**src/hw/rtl/rfr_pkg.sv**
```systemverilog
// Package for the rational FIR resampler: sizes, register map, helpers.
// No dependencies.
`timescale 1ns / 1ps
package rfr_pkg;
  localparam int unsigned MaxTaps   = 512;
  localparam int unsigned MaxInterp = 64;
  localparam int unsigned MaxDecim  = 128;
  localparam int unsigned PtrW      = $clog2(MaxTaps);
  localparam int unsigned AccW      = 52;

  localparam logic [1:0] RegInterp = 2'd0;
  localparam logic [1:0] RegDecim  = 2'd1;
  localparam logic [1:0] RegTaps   = 2'd2;

  localparam logic OpSample = 1'b0;
  localparam logic OpCoef   = 1'b1;

  typedef struct packed {
    logic        op;
    logic        block_start;
    logic [23:0] sample_in;
    logic [8:0]  coef_index;
    logic [17:0] coef_value;
  } in_item_t;

  typedef struct packed {
    logic [23:0] sample_out;
    logic        last;
  } out_item_t;

  // Round half up by 2^16, saturate to 24 bits.
  function automatic logic [23:0] round_sat(input logic signed [AccW-1:0] acc);
    logic signed [AccW-1:0] r;
    logic signed [AccW-17:0] s;
    r = acc + AccW'(32768);
    s = r[AccW-1:16];
    if (s > $signed((AccW-16)'(24'sh7FFFFF))) return 24'h7FFFFF;
    if (s < -$signed((AccW-16)'(25'sh800000))) return 24'h800000;
    return s[23:0];
  endfunction
endpackage

```
**src/hw/rtl/rfr_mac.sv**
```systemverilog
// Shared multiply-accumulate unit: 24x18 product registered, then summed.
// Depends on rfr_pkg.
`timescale 1ns / 1ps
module rfr_mac import rfr_pkg::*; (
  input  logic                   clk_i,
  input  logic                   rst_ni,
  input  logic                   clr_i,
  input  logic                   en_i,
  input  logic signed [23:0]     a_i,
  input  logic signed [17:0]     b_i,
  output logic signed [AccW-1:0] acc_o
);
  logic signed [41:0]     prod_q;
  logic                   pv_q;
  logic signed [AccW-1:0] acc_q;

  // product stage then accumulate stage
  always_ff @(posedge clk_i or negedge rst_ni) begin
    if (!rst_ni) begin
      pv_q  <= 1'b0;
      acc_q <= '0;
    end else begin
      pv_q <= en_i;
      if (clr_i) acc_q <= '0;
      else if (pv_q) acc_q <= acc_q + AccW'(prod_q);
    end
  end
  always_ff @(posedge clk_i) prod_q <= a_i * b_i;
  assign acc_o = acc_q;
endmodule

```
**config.mk**
```make
export PLATFORM = sky130hd
export DESIGN_NAME = rfr_mac
export DESIGN_NICKNAME = d
export VERILOG_FILES = /design/src/hw/rtl/rfr_pkg.sv /design/src/hw/rtl/rfr_mac.sv
export SDC_FILE = /design/constraint.sdc
export NUM_CORES = 1
export LEC_CHECK = 0
export BUFFER_PORTS_ARGS = -buffer_cell sky130_fd_sc_hd__buf_2
export CAP_MARGIN = 40
export CELL_PAD_IN_SITES_DETAIL_PLACEMENT = 0
export CELL_PAD_IN_SITES_GLOBAL_PLACEMENT = 2
export CORE_ASPECT_RATIO = 1.25
export CORE_MARGIN = 3
export CORE_UTILIZATION = 41
export DETAILED_ROUTE_END_ITERATION = 8
export GPL_TIMING_DRIVEN = 0
export HOLD_SLACK_MARGIN = 0.1
export PLACE_DENSITY_LB_ADDON = 0.08
export SETUP_SLACK_MARGIN = 0.3
export SYNTH_ARGS = -nofsm -noshare
export SYNTH_HDL_FRONTEND = slang
export SYNTH_SLANG_ARGS = --single-unit
```
**constraint.sdc**
```tcl
create_clock -name clk_i -period 3.77 [get_ports clk_i]
set_input_delay 0 -clock clk_i [delete_from_list [all_inputs] [get_ports clk_i]]
set_output_delay 0 -clock clk_i [all_outputs]
set_load 0.01 [all_outputs]
```
### Word level (Yosys, flattened, before mapping)

Index checks and enable logic that the tools add are counted.

| word-level totals | value |
|---|---|
| bits in latches | 0 |
| bits in registers | 95 |
| memories kept | 0 |
| bits in writable memories | 0 |
| bits in read-only memories | 0 |
| bits of input ports | 46 |
| output and inout bits | 52 |

| cells by class | value |
|---|---|
| shift operators | 0 |
| magnitude comparators | 0 |
| reduce and logical (&&, ||, !) cells | 1 |
| bitwise gates (word level) | 0 |
| divide/modulo/power cells | 0 |
| equality and inequality tests | 0 |
| multiplexer cells | 2 |
| $add $sub $neg | 1 |
| multipliers | 1 |

Operator list:

| operator | count |
|---|---|
| $mux 52 | 2 |
| $add 52x42->52 | 1 |
| $mul 24x18->42 | 1 |
| $reduce_bool 2->1 | 1 |

### Depth between registers and ports, before layout

Gate-level depths: netlist (run 1).

| depth | value |
|---|---|
| word-level depth | 3 |
| depth in mapped cells | 26 |
| depth with buffers taken out | 25 |

### Least setup slack after synthesis (run 1)

Ideal clock, no wire load.

| path | value |
|---|---|
| kind | in2reg |
| from | input port a_i[17] |
| to | register prod_q[40] |
| path buffers | 2 |
| stages | 25 |
| setup time | 0.072 ns |
| data arrival time | 6.156 ns |
| slack | -2.458 ns |
| cells stage by stage | clkbuf_1 > clkbuf_1 > nand2_1 > fa_1 > inv_1 > fa_1 > fa_1 > inv_1 > fa_1 > inv_1 > fa_1 > inv_1 > fa_1 > inv_1 > ha_1 > a21oi_1 > o21ai_1 > a2111oi_0 > nor3_1 > o41ai_2 > o21ai_1 > o22a_1 > a221o_1 > a21oi_2 > xnor2_1 |

| on the way | value |
|---|---|
| word-level cells in the longest chain between the ends | 1 |

Ends and longest elaborated chain:

| what | RTL line | RTL |
|---|---|---|
| start, declared | rfr_mac.sv:9 | `input logic signed [23:0] a_i,` |
| $mul 24x18->42 | rfr_mac.sv:28 | `always_ff @(posedge clk_i) prod_q <= a_i * b_i;` |
| end signal, assigned | rfr_mac.sv:28 |  |
| end, declared | rfr_mac.sv:13 | `logic signed [41:0] prod_q;` |

No other way between the ends.
A chain may end at the register's enable or synchronous reset.

### Final worst setup path (run 1)

| path | value |
|---|---|
| from | input port b_i[7] |
| to | register prod_q[39] |

| on the way | value |
|---|---|
| word-level cells in the longest chain between the ends | 1 |

Ends and longest elaborated chain:

| what | RTL line | RTL |
|---|---|---|
| start, declared | rfr_mac.sv:10 | `input logic signed [17:0] b_i,` |
| $mul 24x18->42 | rfr_mac.sv:28 |  |

No other way between the ends.

==> metrics.md, run 1 <==
| Metric | Value |
|---|---|
| Total grt overflow | `0` |
| Nets | `3245` |
| DR iter-0 viols | `approximately 760` |
| Ratio of cells with drive above 1 in the final layout | `a little under a quarter` |
| Clock Pin Slew Worst Setup and Hold Paths | `around 0.07 ns` |
| Vias after detailed routing | `16800` |
| Number of port buffers | `85` |
| CTS tree | `built` |
| #FFs+latches synth | `95` |
| Synth warn | `0` |
| Status | `finished with violations` |
| RSZ-0062 raised after global routing | `yes` |
| Core Region | `~51000 um^2` |
| H-tree Lvls | `3` |
| Worst-path fanout max | `6` |
| Synth top area share | `about two fifths` |
| Sequential share of the synthesized area | `approximately a tenth` |
| Clock Latency Late Sink | `~0.36 ns` |
| Setup Skew | `0.00875 ns` |
| Number of CTS-inserted buffers | `9` |
| Pins Over Slew Limit | `0` |
| Crit end category | `flop` |
| Most area-consuming cells after synthesis | `fa_1 (40%), ha_1 (9.2%), inv_1 (9.1%)` |
| # Max-Cap Violations | `0` |
| Ports | `between 90 and 100` |
| Number of flops mapped to enable cells by yosys | `0` |
| Per-cell routed wire length | `~21 um` |
| Top cell type by total area after synthesis | `fa_1` |
| Final setup violation count | `31` |
| N_diodes | `0` |
| Slew Limit Headroom | `49.4%` |
| M2 GR Usage | `a little under half` |
| Post-Syn Area | `approximately 21000 um^2` |
| # DRC | `0` |
| Syn Area/Cell | `8.94 um^2` |
| Final ANT Viol Nets | `0` |
| Layout area overhead | `26.0%` |
| GRT met1 Usage | `between 30% and 40%` |
| RD Place Congestion | `a little over 0.9` |
| Asr flop ratio synth | `between 50 and 60%` |
| CTS root buffer | `clkbuf_16` |
| Tightest Pin Transition | `between 0.7 and 0.8 ns` |
| Class of the worst hold path | `primary input to async pin` |
| Row count | `92` |
| Initial antenna violation count | `1` |
| Synth Flop Type | `dfrtp_1` |
| Top Usage Layer GRT | `met2` |
| Total wire length | `68100 um` |
| Req. time, crit path | `around 4 ns` |
| Initial Util | `roughly two fifths` |
| Clock sinks | `95` |
| Via density | `between 5 and 6` |
| Mapped Cells | `~2400` |
| Post-route design area | `26800 um^2` |
| Global Route Usage Sum | `between 20 and 30%` |
| Crit start category | `primary input` |
| Final Cycle Share | `149%` |
| CP Class | `primary input to flop` |
| Top cells by count, synth | `inv_1 (515), fa_1 (426), nand2_1 (306), ha_1 (156), and2_1 (153)` |
| Chip height | `about 260 um` |
| Top achievable clock speed | `roughly 180 MHz` |
| Vias in the first global route | `roughly 18000` |
| CP arrival | `between 5 and 6 ns` |
| Violated checks | `negative setup slack` |
| Global-route wire length before repair | `between 100000 and 150000 um` |
| Final min period | `around 5.6 ns` |
| Max Buffers Root-to-Sink | `2` |
| Count leader, synth | `inv_1` |
| Placed instance area | `roughly 23000 um^2` |
| Detailed Routing Iterations Pass 1 | `6` |
| Post-route setup slack | `-1.85 ns` |
| Hpwl dp | `~55000 um` |
| Die area | `roughly 55000 um^2` |
| Synthesized Nets | `~3000` |
| Grt met3 use | `3.91%` |
| Largest net degree at the start of global routing | `34` |
| Die width | `about 210 um` |
| Fin. Hold Viols | `0` |
| Number of distinct library cells after synthesis | `77` |
cell families after synthesis:
group	after synthesis	share of synthesized area, %
mux	31	1.47
xor+xnor	83	3.41
compound gates	298	9.37
simple gates	669	15.2
flops	95	10.2
fa+ha+maj	582	49.2
buf+inv	623	11.2
area by class of cell:
class / count / area (um^2)
Clock inverter: 6 / 42.5
Timing Repair Buffer: 225 / 1960
Sequential cell: 95 / 2170
Inverter: 517 / 1950
Buffer: 106 / 1580
Fill cell: 4782 / 24000
Clock buffer: 10 / 229
Tap cell: 658 / 823
Multi-Input combinational cell: 1663 / 18100
flip-flops by register name (all words and copies together) (netlist names):
register / count
acc_o: 52
prod_q: 42
pv_q: 1
routing by layer:
metal / up-vias / part of all wire (%)
li1: 7777 / -
met1: 8523 / 42
met2: 380 / 50
met3: 86 / 5.1
met4: 2 / 2.9
met5: - / 0.019
through the flow:
stage                     setup TNS, ns  util [%]  std cells  setup WS (ns)  hold slack (ns)
after floorplan                  -33.78         -       2381          -1.96           -0.296
after global placement           -72.30      45.9       3124          -3.18            0.111
after detailed placement         -67.66      46.1       3129          -3.21           0.0221
after CTS                        -41.26      51.0       3237          -2.05            0.173
after global routing             -46.96      52.7       3280          -2.02            0.199
final                            -42.71      52.7       3280          -1.85            0.154
path summary, 6_finish.rpt:
| path | start | to | slack, ns | depth (start not counted) |
|---|---|---|---|---|
| setup / recovery | b_i[7] | prod_q[39]$_DFF_P_ | -1.85 | 27 |
| hold / removal | rst_ni | acc_o[7]$_DFFE_PN0P_ | 0.15 | 2 |
| setup reg to reg | acc_o[0]$_DFFE_PN0P_ | acc_o[50]$_DFFE_PN0P_ | 0.41 | 12 |
| hold reg to reg | acc_o[44]$_DFFE_PN0P_ | acc_o[44]$_DFFE_PN0P_ | 0.54 | 1 |
| max in group asynchronous | rst_ni | acc_o[33]$_DFFE_PN0P_ | 3.02 | 3 |
| min in group clk_i | b_i[1] | prod_q[2]$_DFF_P_ | 0.17 | 4 |
critical path, cell delays in order:
cell      delay [ns]
buf_12          0.11
buf_8           0.11
buf_12          0.13
buf_6           0.11
and2_4          0.13
fa_1            0.54
inv_2           0.04
fa_2            0.53
fa_2            0.44
fa_1            0.50
inv_2           0.04
fa_1            0.51
inv_2           0.05
fa_2            0.61
inv_2           0.06
ha_4            0.28
buf_6           0.09
buf_6           0.10
o21ai_4         0.06
a21oi_4         0.18
a31oi_4         0.13
a31oi_4         0.25
o221ai_2        0.13
nand2b_4        0.19
o31ai_4         0.25
a31oi_1         0.13
xnor2_1         0.14
what timing repair did:
item	4_1_cts	5_1_grt
hold buffers	7	0
gates resized for setup	323	142
setup endpoints to repair	48	45
buffers inserted	85	43
pin swaps	91	113
endpoints found under the hold margin	58	0
layout by cell type (no fill, tap or decap), types with 51 or more instances in the layout:
cell type  instances
a21oi_1           71
and2_1           141
buf_2             63
buf_4             99
dfrtp_1           51
fa_1             386
ha_1             118
inv_1            466
nand2_1          275
nor2_1            73
xnor2_1           52
Power of run 1 is left out: the tool's default activity adds up to more than one toggle a clock period on the data nets, which glitch-free logic cannot reach.
==> run 2, diff against run 1 <==
Clock period 3.77 ns to 6.1 ns, I/O delays scaled along.
==> run 2 against run 1 <==
The flow now finishes without violations; critical path depth fell by 7; count of clock-buffer cells in the layout fell by 1; clock skew rose by 0.0045 ns; non-clock buffer count fell by 111; cell count fell by 3.3%; utilization fell by 4.5 points; global-route usage fell by 0.54 points; first-iteration DRC count fell by 12%; critical endpoint is now prod_q[41]$_DFF_P_.
==> metrics.md, run 2 (synthesis results as in run 1) <==
| Metric | Value |
|---|---|
| Per-cell routed wire length | `21.0 um (was 20.7 um)` |
| CTS root buffer | `clkbuf_16 (unchanged)` |
| Dpl cells | `3129 (unchanged)` |
| Row count | `92 (unchanged)` |
| Tightest Pin Transition | `0.869 ns (was 0.759 ns)` |
| Vias after detailed routing | `16400 (was 16800)` |
| Top cell by count, worst path | `fa_1 (was inv_2)` |
| Total grt overflow | `0 (unchanged)` |
| CTS tree | `built (unchanged)` |
| Status | `complete, no violations (was finished with violations)` |
| Ratio of cells with drive above 1 in the final layout | `11.2% (was 22.6%)` |
| Reg-to-Reg Start | `acc_o[0]$_DFFE_PN0P_ (unchanged)` |
| Req. time, crit path | `6.38 ns (was 4.03 ns)` |
| Layout area overhead | `15.2% (was 26.0%)` |
| CP startpoint | `b_i[9] (was b_i[7])` |
| Initial Util | `41.8% (unchanged)` |
| Slew Limit Headroom | `42.1% (was 49.4%)` |
| Total negative slack | `0 ns (was -42.71 ns)` |
| Largest register FFs | `52 (unchanged)` |
| Total wire length | `66700 um (was 68100 um)` |
| Ports | `98 (unchanged)` |
| CP delay by family, top | `adder cells (unchanged)` |
| Detailed Routing Iterations Pass 1 | `5 (was 6)` |
| RSZ-0062 raised after global routing | `yes (unchanged)` |
| Hpwl dp | `55400 um (about the same)` |
| Worst-path fanout max | `10 (was 6)` |
| Reg area | `2170 um^2 (about the same)` |
| Final setup violation count | `0 (was 31)` |
| Final min period | `5.59 ns` |
| # DRC | `0 (unchanged)` |
| Via density | `5.18 (was 5.11)` |
| Vias in the first global route | `17700 (was 18400)` |
| Final Cycle Share | `around 92%` |
| Crit start category | `primary input (unchanged)` |
| CP arrival | `5.87 ns (was 5.88 ns)` |
| Core Region | `50900 um^2 (unchanged)` |
| # Max-Cap Violations | `0 (unchanged)` |
| Max Buffers Root-to-Sink | `2 (unchanged)` |
| Clock Latency Late Sink | `0.37 ns (was 0.36 ns)` |
| Class of the worst hold path | `primary input to flop (was primary input to async pin)` |
| Pins Over Slew Limit | `0 (unchanged)` |
| CP Class | `primary input to flop (unchanged)` |
| Clock sinks | `95 (unchanged)` |
| Hold_ws | `0.135 ns (was 0.154 ns)` |
| Final std cells w/o fill | `3172 (was 3280)` |
| Global-route wire length before repair | `104000 um (was 107000 um)` |
| FILL cells | `4993 (was 4782)` |
| Initial antenna violation count | `2 (was 1)` |
| Commonest non-fill, non-tap cells in the layout | `inv_1 (512), fa_1 (419), nand2_1 (305), and2_1 (153), ha_1 (141) (was inv_1 (466), fa_1 (386), nand2_1 (275), and2_1 (141), ha_1 (118))` |
| Number of CTS-inserted buffers | `9 (unchanged)` |
| DR iter-0 viols | `673 (was 762)` |
| Crit-path slowest cell | `fa_1 (was fa_2)` |
| Global Route Usage Sum | `24.9% (was 25.5%)` |
| Final ANT Viol Nets | `0 (unchanged)` |
| CP bufs+invs | `3 (was 10)` |
| Die width | `210 um (unchanged)` |
| Max incr delay on CP | `0.66 ns (was 0.61 ns)` |
| Number of port buffers | `85 (unchanged)` |
| FF-to-FF path depth | `12 (unchanged)` |
| Clock Pin Slew Worst Setup and Hold Paths | `0.07 ns (about the same)` |
| Multi-input logic area | `17100 um^2 (was 18100 um^2)` |
| Setup Skew | `0.0132 ns (was 0.00875 ns)` |
| Top achievable clock speed | `roughly 180 MHz` |
| H-tree Lvls | `3 (unchanged)` |
| Stages on the worst setup path | `20 (was 27)` |
| Hold path depth | `3` |
| Cell Chain, Critical Path | `buf_4 > clkbuf_16 > nand2_1 > fa_1 > inv_1 > fa_1 > fa_1 > fa_1 > fa_1 > fa_1 > ha_2 > and3_1 > o2111ai_1 > a211o_1 > a31oi_4 > o221ai_2 > nand2b_4 > nor3_1 > o22ai_1 > xnor2_1` |
| Nets | `3134 (was 3245)` |
| Crit end category | `flop (unchanged)` |
| Fin. Hold Viols | `0 (unchanged)` |
| Hold path start | `b_i[0]` |
| Commonest non-fill, non-tap cell in the layout | `inv_1 (unchanged)` |
| Largest net degree at the start of global routing | `34 (unchanged)` |
| Die area | `54700 um^2 (unchanged)` |
| RD Place Congestion | `0.944 (was 0.913)` |
| Chip height | `261 um (unchanged)` |
## run 2: what timing repair did
| action | 4_1_cts | 5_1_grt |
|---|---|---|
| buffers inserted | 14 | 4 |
| hold endpoints to repair | 57 | 0 |
| endpoints found under the setup margin | 19 | 11 |
| resized for setup | 228 | 52 |
| pin swaps | 10 | 20 |
| hold buffers | 6 | 0 |
## run 2: routing by layer
| metal | global-route usage (%) | vias to the layer above | share of wire [%] |
|---|---|---|---|
| met1 | 33.3 | 8301 | 44 |
| met2 | 43.0 | 468 | 48 |
| li1 | - | 7556 | - |
| met4 | 7.56 | 0 | 3.2 |
| met3 | 2.59 | 91 | 4.9 |
| met5 | 0 | - | 0 |
## run 2: area by class of cell
cell class | instances | area share [%]
multi-input combinational | 1663 | 69.7
sequential | 95 | 8.83
inverter | 517 | 7.91
buffer | 106 | 5.69
tap | 658 | 3.36
timing repair buffer | 114 | 3.28
clock buffer | 9 | 0.918
clock inverter | 7 | 0.255
antenna | 3 | 0.0306
## run 2: path summary, 6_finish.rpt
kind                       slack [ns]                    end
hold reg to reg                  0.53  acc_o[46]$_DFFE_PN0P_
min in group asynchronous        0.15   acc_o[9]$_DFFE_PN0P_
setup reg to reg                 2.01  acc_o[50]$_DFFE_PN0P_
max in group asynchronous        5.35  acc_o[35]$_DFFE_PN0P_
hold / removal                   0.14      prod_q[1]$_DFF_P_
setup / recovery                 0.51     prod_q[41]$_DFF_P_
## run 2: tightest hold or removal path: cells and delay by family
family	cells	cell delay, ns
fa+ha+maj	1	0.15
buf+inv	1	0.16
simple gates	1	0.15
## run 2: metrics by stage
stage               cell area (um^2)  setup slack (ns)  utilization, %
finish                         24500             0.508            48.2
global route                   24500             0.296            48.2
detailed placement             22800            -0.967            44.7
floorplan                      21400             0.316               -
CTS                            24300             0.272            47.7
global placement               22700            -0.969            44.6
Power of run 2 is left out for the same reason.
==> run 3, diff against run 2 <==
Settings changed: CORE_UTILIZATION 41 to 44.
Clock period 6.1 ns to 6.64 ns, I/O delays scaled along.
==> run 3 against run 2 <==
Critical path depth grew 2; register-to-register slack improved by 0.69 ns; wire length shrank 3.5%; critical path type unchanged; highest routed layer is now met5.
==> metrics.md, run 3 (synthesis results as in run 1) <==
| Metric | Value |
|---|---|
| Status | `complete, no violations (unchanged)` |
| Final setup violation count | `0 (unchanged)` |
| Tightest Pin Transition | `0.833 ns (was 0.869 ns)` |
| Row count | `89 (was 92)` |
| Dpl cells | `3108 (was 3129)` |
| Post-route setup slack | `0.466 ns (was 0.508 ns)` |
| Core Region | `47500 um^2 (was 50900 um^2)` |
| Multi-input logic area | `16800 um^2 (was 17100 um^2)` |
| CTS root buffer | `clkbuf_16 (unchanged)` |
| Total grt overflow | `0 (unchanged)` |
| Via density | `5.14 (was 5.18)` |
| Largest register FFs | `52 (unchanged)` |
| Reg area | `2170 um^2 (unchanged)` |
| Die width | `203 um (was 210 um)` |
| Slew Limit Headroom | `44.0% (was 42.1%)` |
| Class of the worst hold path | `primary input to flop (unchanged)` |
| DR iter-0 viols | `933 (was 673)` |
| Global-route wire length before repair | `101000 um (was 104000 um)` |
| # DRC | `0 (unchanged)` |
| Detailed Routing Iterations Pass 1 | `5 (unchanged)` |
| Placement Setup Slack | `-0.922 ns (was -0.967 ns)` |
| Initial antenna violation count | `3 (was 2)` |
| Wl on met1 | `28500 um (was 29200 um)` |
| Final min period | `6.17 ns` |
| Setup Skew | `0.0118 ns (was 0.0132 ns)` |
| Clock Pin Slew Worst Setup and Hold Paths | `0.07 ns (about the same)` |
| Number of CTS-inserted buffers | `9 (unchanged)` |
| Fin util | `49.0% (was 48.2%)` |
| Req. time, crit path | `6.94 ns (was 6.38 ns)` |
| Commonest non-fill, non-tap cells in the layout | `inv_1 (514), fa_1 (426), nand2_1 (306), ha_1 (154), and2_1 (153) (was inv_1 (512), fa_1 (419), nand2_1 (305), and2_1 (153), ha_1 (141))` |
| Vias after detailed routing | `16100 (was 16400)` |
| Layout area overhead | `9.38% (was 15.2%)` |
| Chip height | `252 um (was 261 um)` |
| Per-cell routed wire length | `20.6 um (was 21.0 um)` |
| Metal2 WL | `30800 um (was 32100 um)` |
| Final ANT Viol Nets | `0 (unchanged)` |
| RD Place Congestion | `0.924 (was 0.944)` |
| RSZ-0062 raised after global routing | `yes (unchanged)` |
| Ports | `98 (unchanged)` |
| Hpwl dp | `54200 um (was 55400 um)` |
| Die area | `51100 um^2 (was 54700 um^2)` |
| Initial Util | `44.8% (was 41.8%)` |
| Met3 WL | `2780 um (was 3270 um)` |
| Top achievable clock speed | `approximately 160 MHz` |
| Hold_ws | `0.134 ns (was 0.135 ns)` |
| CTS tree | `built (unchanged)` |
| Total wire length | `64400 um (was 66700 um)` |
| Max Used Layer | `met5 (was met4)` |
| CP Class | `primary input to flop (unchanged)` |
| Pins Over Slew Limit | `0 (unchanged)` |
| Ratio of cells with drive above 1 in the final layout | `8.86% (was 11.2%)` |
| Global Route Usage Sum | `25.9% (was 24.9%)` |
| Commonest non-fill, non-tap cell in the layout | `inv_1 (unchanged)` |
| Largest net degree at the start of global routing | `35 (was 34)` |
| Clock sinks | `95 (unchanged)` |
| Clock Latency Late Sink | `0.36 ns (was 0.37 ns)` |
| N_diodes | `0 (was 3)` |
| Number of port buffers | `85 (unchanged)` |
| Worst-path fanout max | `10 (unchanged)` |
| Vias in the first global route | `17300 (was 17700)` |
| Final std cells w/o fill | `3132 (was 3172)` |
| # Max-Cap Violations | `0 (unchanged)` |
| H-tree Lvls | `3 (unchanged)` |
| Nets | `3118 (was 3134)` |
| Final Cycle Share | `93.0%` |
| Crit end category | `flop (unchanged)` |
| FILL cells | `4724 (was 4993)` |
| Fin. Hold Viols | `0 (unchanged)` |
| Max Buffers Root-to-Sink | `2 (unchanged)` |
| CP arrival | `6.47 ns (was 5.87 ns)` |
| Crit start category | `primary input (unchanged)` |
## run 3: cell types whose count changed in the layout (fill, tap and decap cells not counted), sizes merged
cell / before / now
clkbuf: 100 / 90
diode: 3 / 0
buf: 123 / 119
clkinvlp: 1 / 2
inv: 521 / 518
dlygate4sd3: 6 / 5
clkinv: 2 / 3
## run 3: repair_timing
action,CTS,global route
endpoints found under the setup margin,11,8
endpoints found under the hold margin,56,0
gates cloned,0,0
resized for setup,109,58
hold buffers,5,0
pin swaps,1,3
buffers inserted,0,3
## run 3: per-layer routing
layer | vias to the layer above | global-route usage [%]
met2 | 374 | 43.7
met3 | 84 | 2.72
met4 | 2 | 8.34
met1 | 8124 | 35.1
li1 | 7522 | -
met5 | - | 0
## run 3: path summary, 6_finish.rpt
kind	endpoint	cells after the start	from	slack, ns
min reg2reg	acc_o[46]$_DFFE_PN0P_	2	acc_o[46]$_DFFE_PN0P_	0.53
min	prod_q[3]$_DFF_P_	3	b_i[3]	0.13
max in group asynchronous	acc_o[33]$_DFFE_PN0P_	3	rst_ni	5.91
max	prod_q[40]$_DFF_P_	22	b_i[12]	0.47
min in group asynchronous	acc_o[8]$_DFFE_PN0P_	2	rst_ni	0.14
max reg2reg	acc_o[50]$_DFFE_PN0P_	12	acc_o[0]$_DFFE_PN0P_	2.70
## run 3: area by class of cell
cell class / count / area share, %
multi-input cells: 1663 / 72.1
repair buffers: 98 / 2.45
flip-flops and latches: 95 / 9.31
clock inverters: 6 / 0.242
well taps: 637 / 3.42
plain buffers: 106 / 3.01
inverters: 517 / 8.35
clock buffers: 10 / 1.07
## run 3: critical path, cell delays in order
cell       delay (ns)
buf_2            0.22
buf_2            0.38
nand2_1          0.13
fa_1             0.54
inv_1            0.05
fa_1             0.55
fa_1             0.45
fa_1             0.51
fa_1             0.50
inv_1            0.05
fa_1             0.47
inv_1            0.04
ha_1             0.34
a21o_1           0.23
a2111oi_2        0.37
nor3_2           0.15
o41ai_4          0.35
o21ai_1          0.15
o22a_2           0.30
a221o_1          0.38
a21oi_2          0.16
xnor2_1          0.12
## run 3: through the flow
step | setup TNS, ns | area [um^2]
after floorplan | 0 | 21300
after global placement | -5.55 | 22500
after detailed placement | -5.27 | 22600
after CTS | 0 | 23200
after global routing | 0 | 23300
final | 0 | 23300
Power of run 3 is left out for the same reason.
